[config.mk]
export PLATFORM = sky130hd
export DESIGN_NAME = hoa2d_queue
export DESIGN_NICKNAME = d
export VERILOG_FILES = /design/src/hoa2d_pkg.sv /design/src/hoa2d_queue.sv
export SDC_FILE = /design/constraint.sdc
export NUM_CORES = 1
export LEC_CHECK = 0
export BUFFER_PORTS_ARGS = -buffer_cell sky130_fd_sc_hd__buf_2
export CAP_MARGIN = 40
export CORE_ASPECT_RATIO = 0.7
export CORE_UTILIZATION = 44
export DETAILED_ROUTE_END_ITERATION = 8
export PLACE_DENSITY = 0.69
export RECOVER_POWER = 25
export SLEW_MARGIN = 20
export SYNTH_ARGS = -nofsm -noshare
export SYNTH_HDL_FRONTEND = slang
export SYNTH_SLANG_ARGS = --single-unit
[constraint.sdc]
create_clock -name clk -period 6.2 [get_ports clk]
set_input_delay 0.93 -clock clk [delete_from_list [all_inputs] [get_ports clk]]
set_output_delay 0.93 -clock clk [all_outputs]
set_load 0.05 [all_outputs]
[src/hoa2d_pkg.sv]
`default_nettype none

package hoa2d_pkg;

    localparam int DefMaxOrder      = 7;
    localparam int DefMaxChunkLog2  = 12;
    localparam int DefSineTableBits = 10;

    localparam logic [31:0]        HalfPiQ30   = 32'd1686629713;
    localparam longint             OneQ30      = 64'sd1073741824;
    localparam logic signed [31:0] InvSqrt2Q30 = 32'sd759250125;

    typedef enum logic
    {
        REG_ORDER = 1'b0,
        REG_CHUNK = 1'b1
    } reg_idx_t;

    typedef struct packed
    {
        logic signed [23:0] sample;
        logic [15:0]        azimuth;
    } in_t;

    typedef struct packed
    {
        logic [3:0]         channel;
        logic signed [23:0] value;
        logic               last;
    } out_t;

    // one classified item on its way to the back end
    typedef struct packed
    {
        logic signed [23:0] sample;
        logic [15:0]        azimuth;
        logic               start;
        logic [2:0]         order;
        logic [3:0]         lg;
    } job_t;

    typedef struct packed
    {
        logic idle;
    } back_status_t;

    typedef enum logic [2:0]
    {
        ST_IDLE,
        ST_OMNI,
        ST_RD_SIN,
        ST_RD_COS,
        ST_STEP_RE,
        ST_UPDATE,
        ST_OUT_IM,
        ST_OUT_RE
    } back_state_t;

    // quarter wave sine in q2.30 by taylor series, evaluated at elaboration
    function automatic logic [30:0] quarter_sine(input int unsigned r, input int unsigned bits);
        logic [63:0] x;
        logic [63:0] x2;
        logic [63:0] term;
        longint      sum;
        logic [30:0] res;
        x    = (64'(r) * 64'(HalfPiQ30)) >> (bits - 2);
        x2   = (x * x) >> 30;
        term = x;
        sum  = longint'(x);
        term = ((term * x2) >> 30) / 64'd6;
        sum  = sum - longint'(term);
        term = ((term * x2) >> 30) / 64'd20;
        sum  = sum + longint'(term);
        term = ((term * x2) >> 30) / 64'd42;
        sum  = sum - longint'(term);
        term = ((term * x2) >> 30) / 64'd72;
        sum  = sum + longint'(term);
        term = ((term * x2) >> 30) / 64'd110;
        sum  = sum - longint'(term);
        term = ((term * x2) >> 30) / 64'd156;
        sum  = sum + longint'(term);
        if (sum < 0)
        begin
            res = '0;
        end
        else if (sum > OneQ30)
        begin
            res = 31'(OneQ30);
        end
        else
        begin
            res = 31'(sum);
        end
        return res;
    endfunction

endpackage

`default_nettype wire

[src/hoa2d_queue.sv]
`default_nettype none

module hoa2d_queue
(
    input  wire logic              clk,
    input  wire logic              rst_n,
    input  wire logic              push,
    input  wire hoa2d_pkg::job_t   push_data,
    output logic                   full,
    input  wire logic              pop,
    output hoa2d_pkg::job_t        pop_data,
    output logic                   q_valid
);

    hoa2d_pkg::job_t mem_reg [2];
    logic            wr_ptr_reg;
    logic            wr_ptr_next;
    logic            rd_ptr_reg;
    logic            rd_ptr_next;
    logic [1:0]      count_reg;
    logic [1:0]      count_next;

    always_comb
    begin
        wr_ptr_next = push ? ~wr_ptr_reg : wr_ptr_reg;
        rd_ptr_next = pop ? ~rd_ptr_reg : rd_ptr_reg;
        count_next  = count_reg + 2'(push) - 2'(pop);
    end

    assign full     = count_reg == 2'd2;
    assign q_valid  = count_reg != 2'd0;
    assign pop_data = mem_reg[rd_ptr_reg];

    always_ff @(posedge clk or negedge rst_n)
    begin
        if (!rst_n)
        begin
            wr_ptr_reg <= 1'b0;
            rd_ptr_reg <= 1'b0;
            count_reg  <= 2'd0;
        end
        else
        begin
            wr_ptr_reg <= wr_ptr_next;
            rd_ptr_reg <= rd_ptr_next;
            count_reg  <= count_next;
        end
    end

    always_ff @(posedge clk)
    begin
        if (push)
        begin
            mem_reg[wr_ptr_reg] <= push_data;
        end
    end

endmodule

`default_nettype wire

Word level (Yosys, flattened, before mapping)
Memories as Yosys holds them, arrays and structs flattened.
Index checks and enable logic that the tools add are counted.
{"block": "word_totals", "ff_bits": 4, "mem_bits_rw": 96, "mem_count": 1}
{"block": "classes", "n_addsub": 2, "n_eq_ne": 1, "muxes": 2, "bitwise": 2, "n_reduce_logical": 1}
{"name": "mem_reg", "words": 2, "width": 48, "rd": 1, "rd_clocked_by_memory_dff": 0, "wr": 1, "line_no": "hoa2d_queue.sv:15", "source": "hoa2d_pkg::job_t mem_reg [2];"}
{"operator": "$add 2x1->2", "n": 1}
{"operator": "$eq 2x2->1 const B", "n": 1}
{"operator": "$mux 1", "n": 2}
{"operator": "$not 1->1", "n": 2}
{"operator": "$reduce_bool 2->1", "n": 1}
{"operator": "$sub 2x1->2", "n": 1}

Depth between registers and ports, before layout
{"block": "logic_depth", "ltp_word": 2, "ltp_mapped": 5, "depth_no_buf": 5}

Worst setup path after synthesis
OpenSTA, ideal clock, no wires.
{"block": "synth_timing", "path_kind": "input to register", "startpoint": "input push", "endpoint": "memory mem_reg[0][0] (netlist bit), enable pin", "setup_time_ps": 459, "arrival_time_ps": 3061, "required_ps": 5741, "setup_slack_ps": 2680, "stages": 1, "n_path_buf": 0, "path_cell_list": "nor2b_1"}
{"block": "synth_via", "elab_chain_cells": 2}
{"item": "from (decl)", "line_no": "hoa2d_queue.sv:7", "source": "input wire logic push,"}
{"item": "$mux 1", "line_no": "hoa2d_queue.sv:52", "source": "if (push)"}
{"item": "$mux 1 (not written as such)", "line_no": "hoa2d_queue.sv:54", "source": "mem_reg[wr_ptr_reg] <= push_data;"}
{"item": "to (decl)", "line_no": "hoa2d_queue.sv:15"}
Every way passes these cells.

==> run_results.csv <==
group,metric,value,unit
synthesis,synth.distinct_cells,14,
clock_tree,clkLatencyLatePin,0.34,ns
floorplanning,ioPinCount,102,
sta,slew_viol_final,0,
synthesis,synth_area,3709,um^2
floorplanning,die_w,111.7,um
worst_setup_path,r2r-start,"wr_ptr_reg$_DFFE_PN0P_",
pwr,swShare,39.79,%
pwr,switchingPower,0.9923,mW
final_layout,final_util,57.60,%
global_route,grt_max_degree,27,
synthesis,ys_warn_count,0,
synthesis,ys_seq_elements,100,
synthesis,synth.top_cells.by_count,"edfxtp_1 (96), mux2_2 (38), mux2_4 (10), dfrtp_1 (4), buf_4 (3)",
sta,fmaxAchievable,0.3203,GHz
sta,rsz0062_at_grt,"no",
global_route,grt_overflow_total,0,
synthesis,syn-num-nets,218,
worst_setup_path,required,5.27,ns
job,maxCapViolCount,0,
global_route,track_usage,14.08,%
final_layout,stdcell_count,380,
synthesis,yosysTopAreaCellShare,77.73,%
sta,period_minus_slack,3.122,ns
worst_setup_path,arrival,2.19,ns
pwr,ir_drop,0.3535,mV
sta,worst_slew_pin_slew,0.6993,ns
global_route,grt_pass1_wl,8990,um
pwr,pwr-share-clk,21.5,%
worst_setup_path,r2r-end,"mem_reg[0][39]$_DFFE_PP_",
floorplanning,start_util,46.32,%
worst_setup_path,worstSetupEndpointType,"output port",
worst_setup_path,critPathLaunchType,"flop",
clock_tree,cts_buffer_depth,2,
clock_tree,cts-root-buf,"clkbuf_16",
final_layout,largest_reg_flops,96,
detailed_routing,first_pass_iters,6,
detailed_routing,drt-total-wl,5867,um
synthesis,synthArstFlopShare,4.000,%
global_route,grt_pass1_vias,1914,
synthesis,yosysMostFrequentCell,"edfxtp_1",
pwr,seq_power_share,38.7,%
detailed_routing,drc,5,
clock_tree,post_cts_buffers,0,
worst_setup_path,endpoint,"pop_data[45]",
worst_hold_path,hold_path_class,"in -> async",
global_route,antenna_found_initial,0,
clock_tree,cts_buffers,9,
clock_tree,ctsResizeCount,0,
clock_tree,hold_buffers,0,
sta,timing.hold.ws,0.4114,ns
pwr,p_comb_share,39.8,%
place,pre_cts_slack,3.401,ns
final_layout,n_fill_cell,619,
floorplanning,std_cell_rows,27,
sta,setup-tns-final,0,ns
place,placed_cells,364,
final_layout,drive_gt1_share,60.22,%
worst_setup_path,path_class,"reg -> out",
synthesis,synth_largest_area_cell,"edfxtp_1",
synthesis,synth-edff-count,96,
sta,finalCritPeriodShare,50.35,%
synthesis,synth-seq-area-share,80.43,%
worst_setup_path,path_max_fanout,25,
detailed_routing,routedWlPerCell,15.44,um
clock_tree,cts_max_level,3,
pwr,intPower,1.501,mW
worst_setup_path,crit_start,"rd_ptr_reg$_DFFE_PN0P_",
floorplanning,dieHeight,78.81,um
clock_tree,cts_tree,"done",
pwr,leakagePower,1.781,nW
detailed_routing,viasPerCell,4.779,
floorplanning,dieArea,8805,um^2
synthesis,syn_avg_cell_area,22.61,um^2
final_layout,diodes,0,
sta,setup_viol,0,
sta,finalHoldViolations,0,
run_status,status,"complete, but fails checks",
worst_setup_path,worst-r2r-setup-slack,4.39,ns
clock_tree,clkSinkCount,100,
run_status,violations,"design-rule violations",
final_layout,syn_to_final_growth,24.36,%
clock_tree,clk_pin_slew_worst_paths,0.06,ns
detailed_routing,antenna_left,0,
synthesis,synth_cells,164,
final_layout,fin_nets,328,
place,portBuffers,101,
sta,fin_ws,3.078,ns
floorplanning,coreArea,8006,um^2
worst_setup_path,r2r_cells,2,
sta,clock-skew-final,0.005042,ns
place,dp_hpwl,3804,um
synthesis,synth_area_leaders,"edfxtp_1 (78%), mux2_2 (12%), mux2_4 (4.0%)",
sta,slew_headroom,53.28,%
detailed_routing,drtIter0Drc,73,
synthesis,ys.flop_type,"edfxtp_1",
place,gp_congestion,0.6550,
detailed_routing,num_vias,1816,
pwr,power_density,540.7,nW/um^2
## cell families after synthesis
logic type,count (synthesis),synth area share (%)
simple gates,4,0.6749
buf+inv,7,1.518
mux,48,15.59
xor+xnor,3,1.113
fa+ha+maj,2,0.6747
flops,100,80.43
## cells in the final DEF (no fill, tap or decap)
master,synthesis,final
and2_2,0,1
buf_2,0,97
buf_4,3,3
bufinv_16,0,1
clkbuf_1,0,4
clkbuf_16,0,9
clkinv_2,0,3
clkinvlp_4,0,3
dfrtp_1,4,3
dfrtp_2,0,1
edfxtp_1,96,96
ha_1,2,2
inv_1,2,2
mux2_2,38,38
mux2_4,10,10
nor2b_1,2,1
nor2b_4,0,1
or2_2,1,1
xor2_1,2,2
xor3_1,1,1
## worst min-delay path by stage
stage                           startpoint                endpoint  slack, ns  cells after the start
finish                               rst_n  count_reg[0]$_DFF_PN0_       0.41                      1
global route                         rst_n  count_reg[0]$_DFF_PN0_       0.40                      1
CTS                                  rst_n  count_reg[0]$_DFF_PN0_       0.37                      1
detailed placement  wr_ptr_reg$_DFFE_PN0P_  wr_ptr_reg$_DFFE_PN0P_       0.53                      1
global placement    wr_ptr_reg$_DFFE_PN0P_  wr_ptr_reg$_DFFE_PN0P_       0.52                      1
floorplan           wr_ptr_reg$_DFFE_PN0P_  wr_ptr_reg$_DFFE_PN0P_       0.46                      1
## layer usage
layer / vias up / part of all wire, % / track usage, %
li1: 863 / - / -
met4: 0 / 0.99 / 5.270
met5: - / 0 / 0
met1: 878 / 41 / 15.40
met3: 6 / 9.4 / 7.328
met2: 69 / 49 / 23.48
## area by class of cell
type                       instances  area (um^2)  area share, %
clock buffer                       9        225.2          4.883
multi-input combinational         57        678.2          14.70
inverter                           2        7.507         0.1628
tap                              101        126.4          2.740
timing repair buffer             104        523.0          11.34
clock inverter                     7        67.56          1.465
sequential                       100         2984          64.70
## power groups by stage
stage                     clock [mW]  combinational, mW  sequential [mW]
after floorplan                    0              0.853            0.945
after global placement             0               1.00            0.976
after detailed placement           0               1.00            0.984
after CTS                      0.550               1.01            0.969
after global routing           0.575               1.04            0.983
final                          0.536              0.992            0.966
## through the flow
stage	instance area [um^2]	power, mW
floorplan	3709	1.798
global route	4612	2.595
finish	4612	2.494
global placement	4324	1.978
CTS	4617	2.525
detailed placement	4324	1.986
## critical path, stage by stage (launching register included)
cell	delay, ns
dfrtp_2	0.78
buf_4	0.46
mux2_2	0.39
buf_2	0.21
(Power assumes the default switching activity.)
