[src/hoa2d_pkg.sv]
`default_nettype none

package hoa2d_pkg;

    localparam int DefMaxOrder      = 7;
    localparam int DefMaxChunkLog2  = 12;
    localparam int DefSineTableBits = 10;

    localparam logic [31:0]        HalfPiQ30   = 32'd1686629713;
    localparam longint             OneQ30      = 64'sd1073741824;
    localparam logic signed [31:0] InvSqrt2Q30 = 32'sd759250125;

    typedef enum logic
    {
        REG_ORDER = 1'b0,
        REG_CHUNK = 1'b1
    } reg_idx_t;

    typedef struct packed
    {
        logic signed [23:0] sample;
        logic [15:0]        azimuth;
    } in_t;

    typedef struct packed
    {
        logic [3:0]         channel;
        logic signed [23:0] value;
        logic               last;
    } out_t;

    // one classified item on its way to the back end
    typedef struct packed
    {
        logic signed [23:0] sample;
        logic [15:0]        azimuth;
        logic               start;
        logic [2:0]         order;
        logic [3:0]         lg;
    } job_t;

    typedef struct packed
    {
        logic idle;
    } back_status_t;

    typedef enum logic [2:0]
    {
        ST_IDLE,
        ST_OMNI,
        ST_RD_SIN,
        ST_RD_COS,
        ST_STEP_RE,
        ST_UPDATE,
        ST_OUT_IM,
        ST_OUT_RE
    } back_state_t;

    // quarter wave sine in q2.30 by taylor series, evaluated at elaboration
    function automatic logic [30:0] quarter_sine(input int unsigned r, input int unsigned bits);
        logic [63:0] x;
        logic [63:0] x2;
        logic [63:0] term;
        longint      sum;
        logic [30:0] res;
        x    = (64'(r) * 64'(HalfPiQ30)) >> (bits - 2);
        x2   = (x * x) >> 30;
        term = x;
        sum  = longint'(x);
        term = ((term * x2) >> 30) / 64'd6;
        sum  = sum - longint'(term);
        term = ((term * x2) >> 30) / 64'd20;
        sum  = sum + longint'(term);
        term = ((term * x2) >> 30) / 64'd42;
        sum  = sum - longint'(term);
        term = ((term * x2) >> 30) / 64'd72;
        sum  = sum + longint'(term);
        term = ((term * x2) >> 30) / 64'd110;
        sum  = sum - longint'(term);
        term = ((term * x2) >> 30) / 64'd156;
        sum  = sum + longint'(term);
        if (sum < 0)
        begin
            res = '0;
        end
        else if (sum > OneQ30)
        begin
            res = 31'(OneQ30);
        end
        else
        begin
            res = 31'(sum);
        end
        return res;
    endfunction

endpackage

`default_nettype wire

[src/hoa2d_front.sv]
`default_nettype none

module hoa2d_front
#(
    parameter int MAX_ORDER      = hoa2d_pkg::DefMaxOrder,
    parameter int MAX_CHUNK_LOG2 = hoa2d_pkg::DefMaxChunkLog2
)
(
    input  wire logic              clk,
    input  wire logic              rst_n,
    input  wire logic              in_valid,
    output logic                   in_ready,
    input  wire hoa2d_pkg::in_t    in_data,
    input  wire logic [2:0]        cfg_order,
    input  wire logic [3:0]        cfg_chunk,
    input  wire logic              full,
    output logic                   push,
    output hoa2d_pkg::job_t        push_data
);

    localparam int PW = (MAX_CHUNK_LOG2 > 0) ? MAX_CHUNK_LOG2 : 1;

    logic [PW-1:0] pos_reg;
    logic [PW-1:0] pos_next;
    logic [PW-1:0] pos_eff;
    logic [PW:0]   pos_inc;
    logic [PW:0]   chunk_len;
    logic [3:0]    lg;
    logic [2:0]    ord;

    always_comb
    begin
        lg  = (int'(cfg_chunk) > MAX_CHUNK_LOG2) ? 4'(MAX_CHUNK_LOG2) : cfg_chunk;
        ord = (int'(cfg_order) > MAX_ORDER) ? 3'(MAX_ORDER) : cfg_order;
        chunk_len = (PW+1)'(1) << lg;
        // a shortened chunk restarts once the position is past its end
        pos_eff = ({1'b0, pos_reg} >= chunk_len) ? '0 : pos_reg;
        pos_inc = {1'b0, pos_eff} + (PW+1)'(1);
        pos_next = (pos_inc >= chunk_len) ? '0 : pos_inc[PW-1:0];
    end

    assign in_ready = !full;
    assign push     = in_valid && !full;

    always_comb
    begin
        push_data.sample  = in_data.sample;
        push_data.azimuth = in_data.azimuth;
        push_data.start   = pos_eff == '0;
        push_data.order   = ord;
        push_data.lg      = lg;
    end

    always_ff @(posedge clk or negedge rst_n)
    begin
        if (!rst_n)
        begin
            pos_reg <= '0;
        end
        else if (push)
        begin
            pos_reg <= pos_next;
        end
    end

endmodule

`default_nettype wire

[config.mk]
export PLATFORM = sky130hd
export DESIGN_NAME = hoa2d_front
export DESIGN_NICKNAME = d
export VERILOG_FILES = /design/src/hoa2d_pkg.sv /design/src/hoa2d_front.sv
export SDC_FILE = /design/constraint.sdc
export NUM_CORES = 1
export LEC_CHECK = 0
export BUFFER_PORTS_ARGS = -buffer_cell sky130_fd_sc_hd__clkbuf_2
export CORE_MARGIN = 4
export CORE_UTILIZATION = 42
export DETAILED_ROUTE_END_ITERATION = 8
export PLACE_DENSITY = 0.88
export SYNTH_ARGS = -nofsm -noshare
export SYNTH_HDL_FRONTEND = slang
export SYNTH_SLANG_ARGS = --single-unit
[constraint.sdc]
create_clock -name clk -period 5 [get_ports clk]
set_input_delay 1.5 -clock clk [delete_from_list [all_inputs] [get_ports clk]]
set_output_delay 1.5 -clock clk [all_outputs]
set_load 0.02 [all_outputs]
After elaboration in Yosys (flattened, before gate mapping)

Cells that the tools add are included.

$add $sub $neg: 1
Magnitude comparators: 3
Shift operators: 1
Multiplexer cells: 3
Reductions and logical operators: 3

Operators with widths:

| kind                                                               | count |
|---|---|
| 12-bit 2-to-1 mux                                                  | 2 |
| 12-bit by 1-bit adder with 13-bit output, second input constant    | 1 |
| 12-bit by 13-bit >= comparator with 1-bit output                   | 1 |
| 13-bit >= comparator                                               | 1 |
| 1-bit by 4-bit left shift with 13-bit output, first input constant | 1 |
| 12-bit logical NOT                                                 | 1 |
| 4-bit > comparator, second input constant                          | 1 |
| 4-bit 2-to-1 mux                                                   | 1 |
| 1-bit logical AND                                                  | 1 |
| 1-bit logical NOT                                                  | 1 |

Bits in registers: 12
Bits of input ports: 51
Output and inout bits: 50
Logic and storage cells: 12

Depth between registers and ports, before layout

Depth after elaboration: 8
Depth in mapped cells: 24

Worst setup path before layout

No wires, ideal clock.

Kind: input to register
From: input cfg_chunk[2]
To: register pos_reg[2]
Arrival time: 5.540 ns
Data required time: 4.933 ns
Setup slack: -0.607 ns
Cell stages on the path: 23
Cell sequence: and2b_1 nand2_1 ha_1 a21oi_2 nor2b_1 o31a_1 a311oi_2 buf_6 and2_2 ha_1 nand3_1 nor2_1 and3_1 and2b_1 o21a_1 ha_1 and3_1 nand4_1 nor2_1 nor4_1 buf_6 and2_1 a32o_1

Word-level cells in the longest chain between the ends: 8

RTL lines:

| what                                             | RTL line          | text |
|---|---|---|
| start, declared                                  | hoa2d_front.sv:15 | `input wire logic [3:0] cfg_chunk,` |
| 4-bit > comparator                               | hoa2d_front.sv:33 | `lg = (int'(cfg_chunk) > MAX_CHUNK_LOG2) ? 4'(MAX_CHUNK_LOG2) : cfg_chunk;` |
| 4-bit 2-to-1 mux (*)                             | hoa2d_front.sv:33 |  |
| 1-bit by 4-bit left shift with 13-bit output (*) | hoa2d_front.sv:35 | `chunk_len = (PW+1)'(1) << lg;` |
| 12-bit by 13-bit >= comparator with 1-bit output | hoa2d_front.sv:37 | `pos_eff = ({1'b0, pos_reg} >= chunk_len) ? '0 : pos_reg;` |
| 12-bit 2-to-1 mux                                | hoa2d_front.sv:37 |  |
| 12-bit by 1-bit adder with 13-bit output         | hoa2d_front.sv:38 | `pos_inc = {1'b0, pos_eff} + (PW+1)'(1);` |
| 13-bit >= comparator                             | hoa2d_front.sv:39 | `pos_next = (pos_inc >= chunk_len) ? '0 : pos_inc[PW-1:0];` |
| 12-bit 2-to-1 mux (*)                            | hoa2d_front.sv:39 |  |
| end signal, assigned                             | hoa2d_front.sv:62 | `pos_reg <= pos_next;` |
| end, declared                                    | hoa2d_front.sv:23 | `logic [PW-1:0] pos_reg;` |

Mark *: on every way between the ends. The rest lies on a longest branch, timed or not.
A chain may end at the register's enable or synchronous reset.

Worst setup path in the final report

Ends and elaborated chain as after synthesis.

==> reports/summary.txt <==
ANT nets after route: 0
Synth Cell Area: 1891 µm²
Fin area: 2470 µm²
Antenna diodes: 0
Worst reg2reg startpoint: pos_reg[6]
Clock latency on the worst-skew pair: 0.24 ns
CP max stage delay: 0.31 ns
Leakage Power: 1.195 nW
FILL cells: 338
Share of cells above drive strength 1: 47.41%
Post-Syn Nets: 317
Routed wl met3: 342 µm
Post-synthesis sequential area ratio: 15.88%
Area leader, netlist: ha_1
Worst Max-Slew Pin Slew: 0.4005 ns
Final RePlAce weighted congestion: 0.9319
Ys Warns: 0
WS Path Type: in -> reg
CP max-delay cell: and2b_4
RSZ-0062 raised after global routing: yes
Port bufs: 14
Async set-reset flop share out of synthesis: 100.0%
Post-Syn Area per Cell: 7.910 µm²
R2R Setup Slk: 0.50 ns
Synth-to-layout area growth: 30.64%
HP Start: pos_reg[1]
Power density cells: 242.0 nW/µm²
Crit start category: primary input
Rel. slew slack: 73.30%
WHS Endpoint: pos_reg[1]
DRC viols: 0
Cts-stage hold buffer count: 0
Clk_skew: 0.006643 ns
Crit. End Element: flop
H-tree levels: 1
Post-synthesis register bit count: 12
Routed WL: 5997 µm
Tcrit/Tclk final: 114.2%
Die Area: 5639 µm²
VDD IR max: 228.0 µV
Largest delay share family, worst path: compound AO/OA/AOI/OAI gates
Maxcap violations: 0
Max layer used: met4
Max reg flops: 12
Arr. time, crit path: 5.83 ns
Critical Path RT: 5.12 ns
Met2 wire length: 3137 µm
Initial drt markers: 210
Row cnt: 24
Setup WS post-layout: -0.7109 ns
Synth unique cells: 39
Starting Density: 43.42%
CTS max path bufs: 2
Final Max Tran Viols: 0
Cell count after synthesis: 239
Clock Pin Slew Worst Setup and Hold Paths: 0.05 ns
DR vias: 1918
Largest net degree at the start of global routing: 15
Commonest cells after routing, fill and taps aside: 64 x buf_4, 28 x nand2_1, 21 x ha_1
Yosys top cell area share: 17.87%
Setup WS pre-CTS: -0.8737 ns
Status: finished, violations left
Hold Path Cell Cnt: 1
EDFF count, synth: 0
Top cells by area, synth: ha_1 18%, buf_4 17%, dfrtp_1 16%
Max Freq: 0.1751 GHz
Placed inst area: 2036 µm²
Setup violations, final: 13
TritonCTS clock tree: done
Vias/cell: 5.957
CTS Sinks: 12
Bufs and invs on worst path: 6
Reg2reg path depth: 22
Per-cell routed wire length: 18.62 µm
Num CTS Buffers: 3
Clock root buffer master: clkbuf_8
Vias in the first global route: 1945
Dpl hpwl: 3981 µm
Failing checks: setup timing
First drt pass iteration count: 4
Worst Path Max Fanout: 5
Total gr overflow: 0
Setup TNS: -7.547 ns
Commonest non-fill, non-tap cell in the layout: buf_4
Final Critical Period: 5.711 ns
Ys flop type: dfrtp_1
Final Hold Fails: 0
CORE AREA: 4354 µm²
Met1 WL: 2204 µm
RR Endpoint: pos_reg[2]
Initial antenna violation count: 0
Io pins: 101
Die Ht: 75.09 µm
Layout net count: 349
Chip Width: 75.09 µm
Top cell by count, worst path: buf_4
Gr usage total: 20.62%
First-pass GRT wire length: 8963 µm
Min-delay worst type: reg -> reg
-- layer usage --
metal  up-vias  GRT usage, %
li1        864             -
met1       922         23.29
met2        95         36.85
met3        37         3.738
met4         0         10.28
met5         -             0
-- power by group --
part	leakage, nW	total (mW)	internal (mW)	switching (mW)
Clock	0.0288	0.107	0.0696	0.0372
Sequential	0.165	0.119	0.105	0.0134
Combinational	1.00	0.373	0.181	0.191
-- cells by family (layout without fill, tap and decap cells) --
group,Yosys count,in the layout,synth area share [%]
XOR/XNOR,2,2,0.9267
AND/OR/NAND/NOR,99,99,26.01
buffers and inverters,57,88,22.57
adder cells (fa/ha/maj),27,27,17.87
AO/OA/AOI/OAI,42,42,16.74
flip-flops,12,12,15.88
-- layout make-up --
class / count / area, µm² / area share, %
timing repair buffer: 77 / 583.1 / 23.61
clock buffer: 4 / 55.05 / 2.229
multi-input combinational: 170 / 1438 / 58.21
tap: 52 / 65.06 / 2.634
sequential: 12 / 300.3 / 12.16
inverter: 7 / 28.78 / 1.165
-- worst max path at each step --
stage,to,start,depth (start not counted)
6_report,pos_reg[2],cfg_chunk[2],26
5_1_grt,pos_reg[11],cfg_chunk[2],24
4_1_cts,pos_reg[11],cfg_chunk[2],25
3_5_place_dp,pos_reg[2],cfg_chunk[1],24
3_3_place_gp,pos_reg[2],cfg_chunk[0],24
2_1_floorplan,pos_reg[2],cfg_chunk[3],23
-- worst register-to-register path, delay by kind of cell, from the launching register on --
| family | cells | cell delay, ns |
|---|---|---|
| compound gates | 8 | 1.58 |
| simple gates | 7 | 0.95 |
| fa+ha+maj | 3 | 0.71 |
| flops | 1 | 0.58 |
| buf+inv | 4 | 0.54 |
-- Yosys cell counts (2+ instances only) --
| library cell | count |
|---|---|
| buf_4 | 43 |
| buf_2 | 2 |
| o2111ai_1 | 8 |
| buf_6 | 3 |
| nor3_1 | 2 |
| nand3_1 | 14 |
| and2b_1 | 4 |
| nor4_1 | 5 |
| o21ai_0 | 5 |
| xnor2_1 | 2 |
| o21a_1 | 8 |
| and2_1 | 8 |
| nand2_1 | 34 |
| a22o_1 | 2 |
| ha_1 | 27 |
| nand4_1 | 2 |
| nor2_1 | 15 |
| nor2b_1 | 7 |
| and3_1 | 5 |
| a21oi_1 | 7 |
| inv_1 | 7 |
| dfrtp_1 | 12 |
-- metrics by stage --
stage	hold slack [ns]	power [mW]	instances	utilization (%)
floorplan	0.5256	0.3614	239	-
global placement	0.5847	0.3978	299	46.75
detailed placement	0.6001	0.4142	299	46.75
CTS	0.6082	0.5635	315	54.22
global route	0.6132	0.6304	322	56.72
finish	0.6104	0.5978	322	56.72
-- timing repair --
action / in CTS / in global routing
endpoints found under the setup margin: 13 / 13
resized for setup: 38 / 14
pin swaps: 14 / 27
buffers inserted: 12 / 8
No activity file was read; power rests on OpenSTA's default activity.
